File: src/rtl/rid_pkg.sv
// ============================================================================
// rid_pkg
// Shared types and constants for the range identifier allocator.
// ============================================================================
package rid_pkg;

    // List geometry
    localparam int LIST_DEPTH = 64;
    localparam int IDX_W      = $clog2(LIST_DEPTH);
    localparam int CNT_W      = IDX_W + 1;

    // Identifier width; one extra bit on candidates catches the wrap past all ones
    localparam int ID_W   = 16;
    localparam int CAND_W = ID_W + 1;

    // Configuration register indexes
    localparam int CFG_ADDR_W = 2;
    localparam logic [CFG_ADDR_W-1:0] CFG_RANGE_FIRST   = 2'd0;
    localparam logic [CFG_ADDR_W-1:0] CFG_RANGE_LAST    = 2'd1;
    localparam logic [CFG_ADDR_W-1:0] CFG_IS_BACKGROUND = 2'd2;

    // Operation codes (code three is unused)
    typedef enum logic [1:0] {
        OP_ALLOC   = 2'd0,
        OP_RELEASE = 2'd1,
        OP_QUERY   = 2'd2
    } op_t;

    typedef struct packed {
        logic [ID_W-1:0] range_first;
        logic [ID_W-1:0] range_last;
        logic            is_background;
    } cfg_t;

    typedef struct packed {
        op_t             op;
        logic            role_match;
        logic [ID_W-1:0] ident;
    } req_t;

    typedef struct packed {
        logic [ID_W-1:0] granted;
        logic            ok;
    } res_t;

endpackage

File: src/rtl/rid_list_ram.sv
// ============================================================================
// rid_list_ram
// Simple dual-port RAM: one write port, one read port, registered read data.
// ============================================================================
module rid_list_ram #(
    parameter int DEPTH = 64,
    parameter int WIDTH = 16
) (
    input  logic                     aclk,
    input  logic                     we,
    input  logic [$clog2(DEPTH)-1:0] waddr,
    input  logic [WIDTH-1:0]         wdata,
    input  logic [$clog2(DEPTH)-1:0] raddr,
    output logic [WIDTH-1:0]         rdata
);

    logic [WIDTH-1:0] mem [DEPTH];

    always_ff @(posedge aclk) begin
        if (we) begin
            mem[waddr] <= wdata;
        end
    end

    always_ff @(posedge aclk) begin
        rdata <= mem[raddr];
    end

endmodule

File: src/rtl/rid_ctrl.sv
// ============================================================================
// rid_ctrl
// Sequencer that walks the used-id list in RAM for allocate, release and query.
// ============================================================================
module rid_ctrl import rid_pkg::*; (
    input  logic  aclk,
    input  logic  aresetn,
    input  cfg_t  cfg,
    input  logic  req_valid,
    output logic  req_ready,
    input  req_t  req,
    output logic  res_valid,
    input  logic  res_ready,
    output res_t  res
);

    typedef enum logic [2:0] {
        ST_IDLE,
        ST_LAST,
        ST_CHECK,
        ST_FIND,
        ST_REL,
        ST_DONE
    } state_t;

    state_t              state_reg,  state_next;
    op_t                 op_reg,     op_next;
    logic [CAND_W-1:0]   cand_reg,   cand_next;
    logic [CNT_W-1:0]    idx_reg,    idx_next;
    logic                pend_reg,   pend_next;
    logic                hit_reg,    hit_next;
    logic                dirty_reg,  dirty_next;
    logic [CNT_W-1:0]    wptr_reg,   wptr_next;
    logic [CNT_W-1:0]    count_reg,  count_next;
    res_t                res_reg,    res_next;

    logic                ram_we;
    logic [IDX_W-1:0]    ram_waddr;
    logic [ID_W-1:0]     ram_wdata;
    logic [IDX_W-1:0]    ram_raddr;
    logic [ID_W-1:0]     ram_rdata;

    logic [CNT_W-1:0]    last_idx;
    logic                more;
    logic                pass_end;
    logic                match;
    logic                cand_ok;
    logic                in_range;

    rid_list_ram #(
        .DEPTH (LIST_DEPTH),
        .WIDTH (ID_W)
    ) u_list (
        .aclk  (aclk),
        .we    (ram_we),
        .waddr (ram_waddr),
        .wdata (ram_wdata),
        .raddr (ram_raddr),
        .rdata (ram_rdata)
    );

    assign last_idx  = count_reg - 1'b1;
    assign more      = idx_reg < count_reg;
    assign pass_end  = !more && !pend_reg;
    assign match     = pend_reg && ({1'b0, ram_rdata} == cand_reg);
    assign cand_ok   = (cand_reg != '0) && (cand_reg <= {1'b0, cfg.range_last});
    assign in_range  = (cand_reg[ID_W-1:0] >= cfg.range_first) &&
                       (cand_reg[ID_W-1:0] <= cfg.range_last);

    assign req_ready = (state_reg == ST_IDLE);
    assign res_valid = (state_reg == ST_DONE);
    assign res       = res_reg;

    always_comb begin
        state_next = state_reg;
        op_next    = op_reg;
        cand_next  = cand_reg;
        idx_next   = idx_reg;
        pend_next  = 1'b0;
        hit_next   = hit_reg;
        dirty_next = dirty_reg;
        wptr_next  = wptr_reg;
        count_next = count_reg;
        res_next   = res_reg;
        ram_we     = 1'b0;
        ram_waddr  = count_reg[IDX_W-1:0];
        ram_wdata  = cand_reg[ID_W-1:0];
        ram_raddr  = idx_reg[IDX_W-1:0];

        // Stream the list out of RAM, one entry per cycle
        if (state_reg == ST_CHECK || state_reg == ST_FIND || state_reg == ST_REL) begin
            if (more) begin
                idx_next  = idx_reg + 1'b1;
                pend_next = 1'b1;
            end
        end

        unique case (state_reg)
            ST_IDLE: begin
                if (req_valid) begin
                    op_next    = req.op;
                    idx_next   = '0;
                    hit_next   = 1'b0;
                    dirty_next = 1'b0;
                    wptr_next  = '0;
                    cand_next  = {1'b0, req.ident};
                    res_next   = '0;
                    unique case (req.op)
                        OP_ALLOC: begin
                            if (cfg.is_background || !req.role_match ||
                                count_reg == CNT_W'(LIST_DEPTH)) begin
                                state_next = ST_DONE;
                            end else if (count_reg == '0) begin
                                cand_next  = {1'b0, cfg.range_first};
                                state_next = ST_CHECK;
                            end else begin
                                ram_raddr  = last_idx[IDX_W-1:0];
                                state_next = ST_LAST;
                            end
                        end
                        OP_RELEASE: state_next = ST_REL;
                        OP_QUERY:   state_next = ST_CHECK;
                        default:    state_next = ST_DONE;
                    endcase
                end
            end

            ST_LAST: begin
                cand_next  = {1'b0, ram_rdata} + 1'b1;
                state_next = ST_CHECK;
            end

            ST_CHECK: begin
                if (match) begin
                    hit_next = 1'b1;
                end
                if (pass_end) begin
                    if (op_reg == OP_QUERY) begin
                        res_next.ok = hit_reg && in_range;
                        state_next  = ST_DONE;
                    end else if (cand_ok && !hit_reg) begin
                        ram_we      = 1'b1;
                        count_next  = count_reg + 1'b1;
                        res_next    = '{granted: cand_reg[ID_W-1:0], ok: 1'b1};
                        state_next  = ST_DONE;
                    end else begin
                        // Fall back to first fit from the low end, never id zero
                        cand_next  = (cfg.range_first == '0) ? CAND_W'(1)
                                                             : {1'b0, cfg.range_first};
                        idx_next   = '0;
                        dirty_next = 1'b0;
                        state_next = ST_FIND;
                    end
                end
            end

            ST_FIND: begin
                if (match) begin
                    cand_next  = cand_reg + 1'b1;
                    dirty_next = 1'b1;
                end
                if (pass_end) begin
                    if (cand_reg > {1'b0, cfg.range_last}) begin
                        state_next = ST_DONE;
                    end else if (dirty_reg) begin
                        // Candidate moved during the pass: verify it against the whole list
                        idx_next   = '0;
                        dirty_next = 1'b0;
                    end else begin
                        ram_we     = 1'b1;
                        count_next = count_reg + 1'b1;
                        res_next   = '{granted: cand_reg[ID_W-1:0], ok: 1'b1};
                        state_next = ST_DONE;
                    end
                end
            end

            ST_REL: begin
                // Compact in place; the write pointer never passes the read pointer
                if (pend_reg && ram_rdata != cand_reg[ID_W-1:0]) begin
                    ram_we    = 1'b1;
                    ram_waddr = wptr_reg[IDX_W-1:0];
                    ram_wdata = ram_rdata;
                    wptr_next = wptr_reg + 1'b1;
                end
                if (pass_end) begin
                    count_next  = wptr_reg;
                    res_next.ok = 1'b1;
                    state_next  = ST_DONE;
                end
            end

            ST_DONE: begin
                if (res_ready) begin
                    state_next = ST_IDLE;
                end
            end

            default: state_next = ST_IDLE;
        endcase
    end

    always_ff @(posedge aclk) begin
        if (!aresetn) begin
            state_reg <= ST_IDLE;
            count_reg <= '0;
            pend_reg  <= 1'b0;
        end else begin
            state_reg <= state_next;
            count_reg <= count_next;
            pend_reg  <= pend_next;
        end
        op_reg    <= op_next;
        cand_reg  <= cand_next;
        idx_reg   <= idx_next;
        hit_reg   <= hit_next;
        dirty_reg <= dirty_next;
        wptr_reg  <= wptr_next;
        res_reg   <= res_next;
    end

    a_count_bound: assert property (@(posedge aclk) disable iff (!aresetn)
        count_reg <= CNT_W'(LIST_DEPTH))
        else $error("used count above list depth");

    a_compact_order: assert property (@(posedge aclk) disable iff (!aresetn)
        (state_reg == ST_REL && ram_we) |-> (wptr_reg < idx_reg))
        else $error("compaction write overtook read");

    a_grant_nonzero: assert property (@(posedge aclk) disable iff (!aresetn)
        (res_valid && res_reg.ok && op_reg == OP_ALLOC) |->
            (res_reg.granted != '0 && res_reg.granted <= cfg.range_last))
        else $error("granted id zero or above range");

    a_result_hold: assert property (@(posedge aclk) disable iff (!aresetn)
        (res_valid && !res_ready) |=>
            (res_valid && $stable(res_reg.granted) && $stable(res_reg.ok)))
        else $error("pending result changed");

endmodule

File: src/rtl/range_id_allocator_unit.sv
// ============================================================================
// range_id_allocator_unit
// Hands out identifiers from a configured range and tracks ids in use.
// ============================================================================
//
//  Channel   Direction  Ports                               Contents
//  s_        in         s_tvalid s_tready s_tdata s_tuser   one request
//  m_        out        m_tvalid m_tready m_tdata m_tuser   one response
//  cfg_      in         cfg_we cfg_addr cfg_wdata           register writes
//
//  Walk: a request takes the list walk it needs. Query and release read
//  every used entry once. Allocate reads the last entry of a non-empty
//  list, checks the candidate in one pass, and on a clash runs first-fit
//  passes over the list until one pass finds no hit or the candidate
//  runs past the range: at most count + 1 passes. The list is read
//  through the single RAM read port.
//  Reset: aresetn clears the used count and the sequencer; no RAM clear.
//  Stalls: the response sits in an output register, so a new request is
//  taken while it waits; the sequencer holds its next result until free.
//
module range_id_allocator_unit import rid_pkg::*; (
    input  logic                  aclk,
    input  logic                  aresetn,
    // Request channel
    input  logic                  s_tvalid,
    output logic                  s_tready,
    input  logic [15:0]           s_tdata,   // [15:0] ident
    input  logic [2:0]            s_tuser,   // [1:0] op, [2] role_match
    // Response channel
    output logic                  m_tvalid,
    input  logic                  m_tready,
    output logic [15:0]           m_tdata,   // [15:0] granted
    output logic                  m_tuser,   // [0] ok
    // Configuration write port
    input  logic                  cfg_we,
    input  logic [CFG_ADDR_W-1:0] cfg_addr,
    input  logic [15:0]           cfg_wdata
);

    cfg_t  cfg_reg;
    req_t  req;
    res_t  res;
    logic  req_ready;
    logic  res_valid;
    logic  res_ready;

    logic              m_tvalid_reg;
    logic [ID_W-1:0]   m_tdata_reg;
    logic              m_tuser_reg;

    // Register file; index three has no register
    always_ff @(posedge aclk) begin
        if (!aresetn) begin
            cfg_reg.range_first   <= ID_W'(1);
            cfg_reg.range_last    <= ID_W'(1);
            cfg_reg.is_background <= 1'b0;
        end else if (cfg_we) begin
            unique case (cfg_addr)
                CFG_RANGE_FIRST:   cfg_reg.range_first   <= cfg_wdata;
                CFG_RANGE_LAST:    cfg_reg.range_last    <= cfg_wdata;
                CFG_IS_BACKGROUND: cfg_reg.is_background <= cfg_wdata[0];
                default: ;
            endcase
        end
    end

    // Unpack the request transaction
    assign req      = '{op: op_t'(s_tuser[1:0]), role_match: s_tuser[2], ident: s_tdata};
    assign s_tready = req_ready;

    rid_ctrl u_ctrl (
        .aclk      (aclk),
        .aresetn   (aresetn),
        .cfg       (cfg_reg),
        .req_valid (s_tvalid),
        .req_ready (req_ready),
        .req       (req),
        .res_valid (res_valid),
        .res_ready (res_ready),
        .res       (res)
    );

    // Output register: load when empty or being drained in the same cycle
    assign res_ready = !m_tvalid_reg || m_tready;

    always_ff @(posedge aclk) begin
        if (!aresetn) begin
            m_tvalid_reg <= 1'b0;
        end else if (res_ready) begin
            m_tvalid_reg <= res_valid;
        end
        if (res_ready && res_valid) begin
            m_tdata_reg <= res.granted;
            m_tuser_reg <= res.ok;
        end
    end

    assign m_tvalid = m_tvalid_reg;
    assign m_tdata  = m_tdata_reg;
    assign m_tuser  = m_tuser_reg;

endmodule
File: config.mk
export PLATFORM = sky130hd
export DESIGN_NAME = range_id_allocator_unit
export DESIGN_NICKNAME = d
export VERILOG_FILES = /design/src/rtl/rid_pkg.sv /design/src/rtl/rid_list_ram.sv /design/src/rtl/rid_ctrl.sv /design/src/rtl/range_id_allocator_unit.sv
export SDC_FILE = /design/constraint.sdc
export NUM_CORES = 2
export LEC_CHECK = 0
export BUFFER_PORTS_ARGS = -buffer_cell sky130_fd_sc_hd__buf_2
export CAP_MARGIN = 10
export CORE_MARGIN = 5
export CORE_UTILIZATION = 59
export CTS_BUF_LIST = sky130_fd_sc_hd__clkbuf_2 sky130_fd_sc_hd__clkbuf_4 sky130_fd_sc_hd__clkbuf_8
export CTS_CLUSTER_SIZE = 25
export DETAILED_ROUTE_END_ITERATION = 8
export PLACE_DENSITY_LB_ADDON = 0.2
export SYNTH_ARGS = -nofsm -noshare
export SYNTH_HDL_FRONTEND = slang
export SYNTH_HIERARCHICAL = 1
export SYNTH_SLANG_ARGS = --single-unit
File: constraint.sdc
create_clock -name aclk -period 4.6 [get_ports aclk]
set_input_delay 0.46 -clock aclk [delete_from_list [all_inputs] [get_ports aclk]]
set_output_delay 0.46 -clock aclk [all_outputs]
set_load 0.005 [all_outputs]
==> results.sh <==
export IMPL_tightest_slew_ns=1.111
export IMPL_antenna_found_initial=2
export IMPL_r2r_end="u_ctrl/u_list/rdata[2]"
export IMPL_areaGrowthSynthToFinish_pct=13.82
export IMPL_dr_pass1_iters=6
export IMPL_wl_met3_um=10360
export IMPL_place_hpwl_um=73580
export IMPL_grt_max_degree=65
export IMPL_cp_max_fo=52
export IMPL_whs_endpoint="m_tvalid"
export IMPL_hold_path_depth=3
export IMPL_grt_usage_pct=27.46
export IMPL_rsz0062_at_grt="no"
export IMPL_grt_pass1_vias=26890
export IMPL_r2r_start="u_ctrl/count_reg[0]"
export IMPL_final_common_cell="edfxtp_1"
export IMPL_yosysTopAreaCell="edfxtp_1"
export IMPL_status="finished clean"
export IMPL_final_cell_mix="edfxtp_1 (1086), mux4_2 (221), clkbuf_8 (189), mux2i_1 (138), nor2_1 (134)"
export IMPL_synthMuxAreaShare_pct=14.37
export IMPL_finalWirelength_um=117300
export IMPL_ant_nets=0
export IMPL_leakagePower_nw=17.40
export IMPL_yosys_top_cells_area="edfxtp_1 (69%), mux4_2 (10%), mux2i_1 (2.9%), dfxtp_1 (2.9%), ha_1 (1.2%)"
export IMPL_finalSetupTns_ns=0
export IMPL_wl_per_cell_um=28.54
export IMPL_vias=26320
export IMPL_row_count=104
export IMPL_ys_seq_area_share_pct=71.62
export IMPL_drv_slew=0
export IMPL_synthFlopType="edfxtp_1"
export IMPL_p_total_mw=30.12
export IMPL_avgSynthCellArea_um2=18.24
export IMPL_skew_ns=0.02667
export IMPL_fin_util_pct=67.36
export IMPL_syn_area_um2=47440
export IMPL_synth_edff_count=1086
export IMPL_die_height_um=293.6
export IMPL_setup_violations=0
export IMPL_yosys_area_share_simple_pct=5.352
export IMPL_synth_warnings=6
export IMPL_top_layer="met4"
export IMPL_vias_per_cell=6.404
export IMPL_drive_gt1_share_pct=27.30
export IMPL_synth_cell_types=87
export IMPL_maxCapViolations=0
export IMPL_fp_coreArea_um2=80160
export IMPL_hp_start="m_tready"
export IMPL_clock_latency_ns=0.81
export IMPL_cts_made_buffers=179
export IMPL_fill_cells=5298
export IMPL_largest_register_ffs=1024
export IMPL_reg2reg_slack_ns=0.23
export IMPL_nNetsFinal=2986
export IMPL_clkSinkCount=1154
export IMPL_async_flop_share_pct=0
export IMPL_cts_root_buf="clkbuf_8"
export IMPL_fin_hold_ws_ns=0.07223
export IMPL_yosysTopAreaCellShare_pct=68.75
export IMPL_drt_met1_wl_um=44870
export IMPL_synth_compound_area_share_pct=4.310
export IMPL_syn_inst=2600
export IMPL_ir_drop_mv=0.5104
export IMPL_fmax_mhz=228.7
export IMPL_htree_levels=4
export IMPL_worstSetupPathType="reg2reg"
export IMPL_first_iter_violations=3024
export IMPL_start_util_pct=59.18
export IMPL_clock_path_buffers=3
export IMPL_cts_tree="built"
export IMPL_grt_pass1_wl_um=174500
export IMPL_cp_end_kind="flop"
export IMPL_grt_overflow=0
export IMPL_ff2ff_path_depth=14
export IMPL_die_area_um2=86170
export IMPL_clk_pin_slew_ns=0.07
export IMPL_wl_met2_um=58690
export IMPL_cp_data_required_time_ns=5.27
export IMPL_hold_viol_final=0
export IMPL_port_buffers=60
export IMPL_fin_crit_ns=4.373
export IMPL_pin_count=61
export IMPL_die_w_um=293.6
export IMPL_drc=0
export IMPL_critPathLaunchType="flop"
export IMPL_worstPathArrival_ns=5.04
export IMPL_synth_seq_cells=1154
export IMPL_p_per_area_nw_per_um2=557.8
export IMPL_synth_xor_area_share_pct=0.8124
export IMPL_fin_crit_sh_pct=95.07
export IMPL_hp_class="in2reg"
export IMPL_gp_congestion=0.8891
export IMPL_relSlewSlack_pct=25.71
export IMPL_synthesis_nets=2686
export IMPL_synth_adder_area_share_pct=1.161
export IMPL_synth_top_family_by_area="multiplexers"
[cells by family (layout without fill, tap and decap cells)]
group | Yosys count | count (layout)
other cells | 0 | 2
fa+ha+maj | 44 | 44
mux | 397 | 397
buf+inv | 200 | 648
compound gates | 269 | 269
xor+xnor | 44 | 44
flops | 1154 | 1154
simple gates | 492 | 492
[where the power goes]
part | switching (mW) | internal, mW | total (mW) | leakage, nW
combinational | 5.12 | 2.79 | 7.90 | 5.11
sequential | 0.351 | 13.4 | 13.8 | 10.4
clock | 3.92 | 4.52 | 8.44 | 1.92
total | 9.39 | 20.7 | 30.1 | 17.4
[worst max-delay path by stage]
stage	start	endpoint	slack, ns	cells past startpoint
CTS	u_ctrl/count_reg[0]	u_ctrl/u_list/rdata[8]	0.05	13
floorplan	u_ctrl/cand_reg[13]	u_ctrl/res[10]	0.31	7
detailed placement	u_ctrl/count_reg[0]	u_ctrl/u_list/rdata[8]	-0.12	13
global placement	u_ctrl/count_reg[0]	u_ctrl/u_list/rdata[8]	0.002	13
global route	u_ctrl/count_reg[0]	u_ctrl/u_list/rdata[2]	0.03	14
finish	u_ctrl/count_reg[0]	u_ctrl/u_list/rdata[2]	0.23	14
[per-layer routing]
metal  up-vias  track usage [%]
li1      11140                -
met3       198            5.238
met1     13610            37.98
met2      1366            45.24
met5         -                0
met4         0            8.652
[critical path, cell delays in order, from the launching register on]
cell	delay, ns
dfxtp_1	0.41
inv_1	0.14
ha_1	0.21
nor4b_2	0.16
and2_1	0.19
nor4_2	0.47
buf_4	0.29
nor2_1	0.09
a21oi_4	0.15
buf_12	0.29
buf_4	0.54
nor2b_1	0.11
a211o_1	0.32
a31oi_1	0.66
a311oi_1	0.09
[final cells by class]
cell class	instances	area, um2	share of cell area, %
flip-flops and latches	1154	33970	62.92
multi-input cells	1246	12430	23.02
clock buffers	245	3022	5.596
repair buffers	267	2487	4.607
well taps	1060	1326	2.456
clock inverters	84	556.8	1.031
inverters	52	195.2	0.3615
diodes	2	5.005	0.009269
[stage by stage]
step | std cells | area, um2 | setup slack, ns
floorplan | 2600 | 47440 | 0.3085
global placement | 3746 | 50050 | 0.002033
detailed placement | 3746 | 50050 | -0.1169
CTS | 4108 | 53960 | 0.04583
global route | 4110 | 53990 | 0.03162
finish | 4110 | 53990 | 0.2266
[synth_stat cells, drive strengths merged, types with 10 or more instances]
| cell type | instances |
|---|---|
| dfxtp | 68 |
| a311oi | 13 |
| nand3 | 64 |
| a221oi | 22 |
| a31oi | 11 |
| o21ai | 27 |
| inv | 52 |
| nand2b | 10 |
| edfxtp | 1086 |
| xor2 | 32 |
| a21oi | 36 |
| mux2i | 138 |
| clkbuf | 64 |
| and4 | 10 |
| nor2 | 135 |
| and2 | 24 |
| ha | 44 |
| nor3 | 18 |
| xnor2 | 12 |
| and3 | 12 |
| nor2b | 35 |
| a211oi | 23 |
| a22oi | 70 |
| mux2 | 36 |
| nor4 | 20 |
| nand4 | 20 |
| buf | 84 |
| mux4 | 223 |
| nand2 | 109 |
[timing repair]
item	in CTS	in global routing
pin swaps	0	0
buffers inserted	0	0
setup endpoints to repair	1	4
gates cloned	0	0
hold endpoints to repair	50	0
resized for setup	1	4
hold buffers	33	0
No activity file was read; power rests on OpenSTA's default activity.
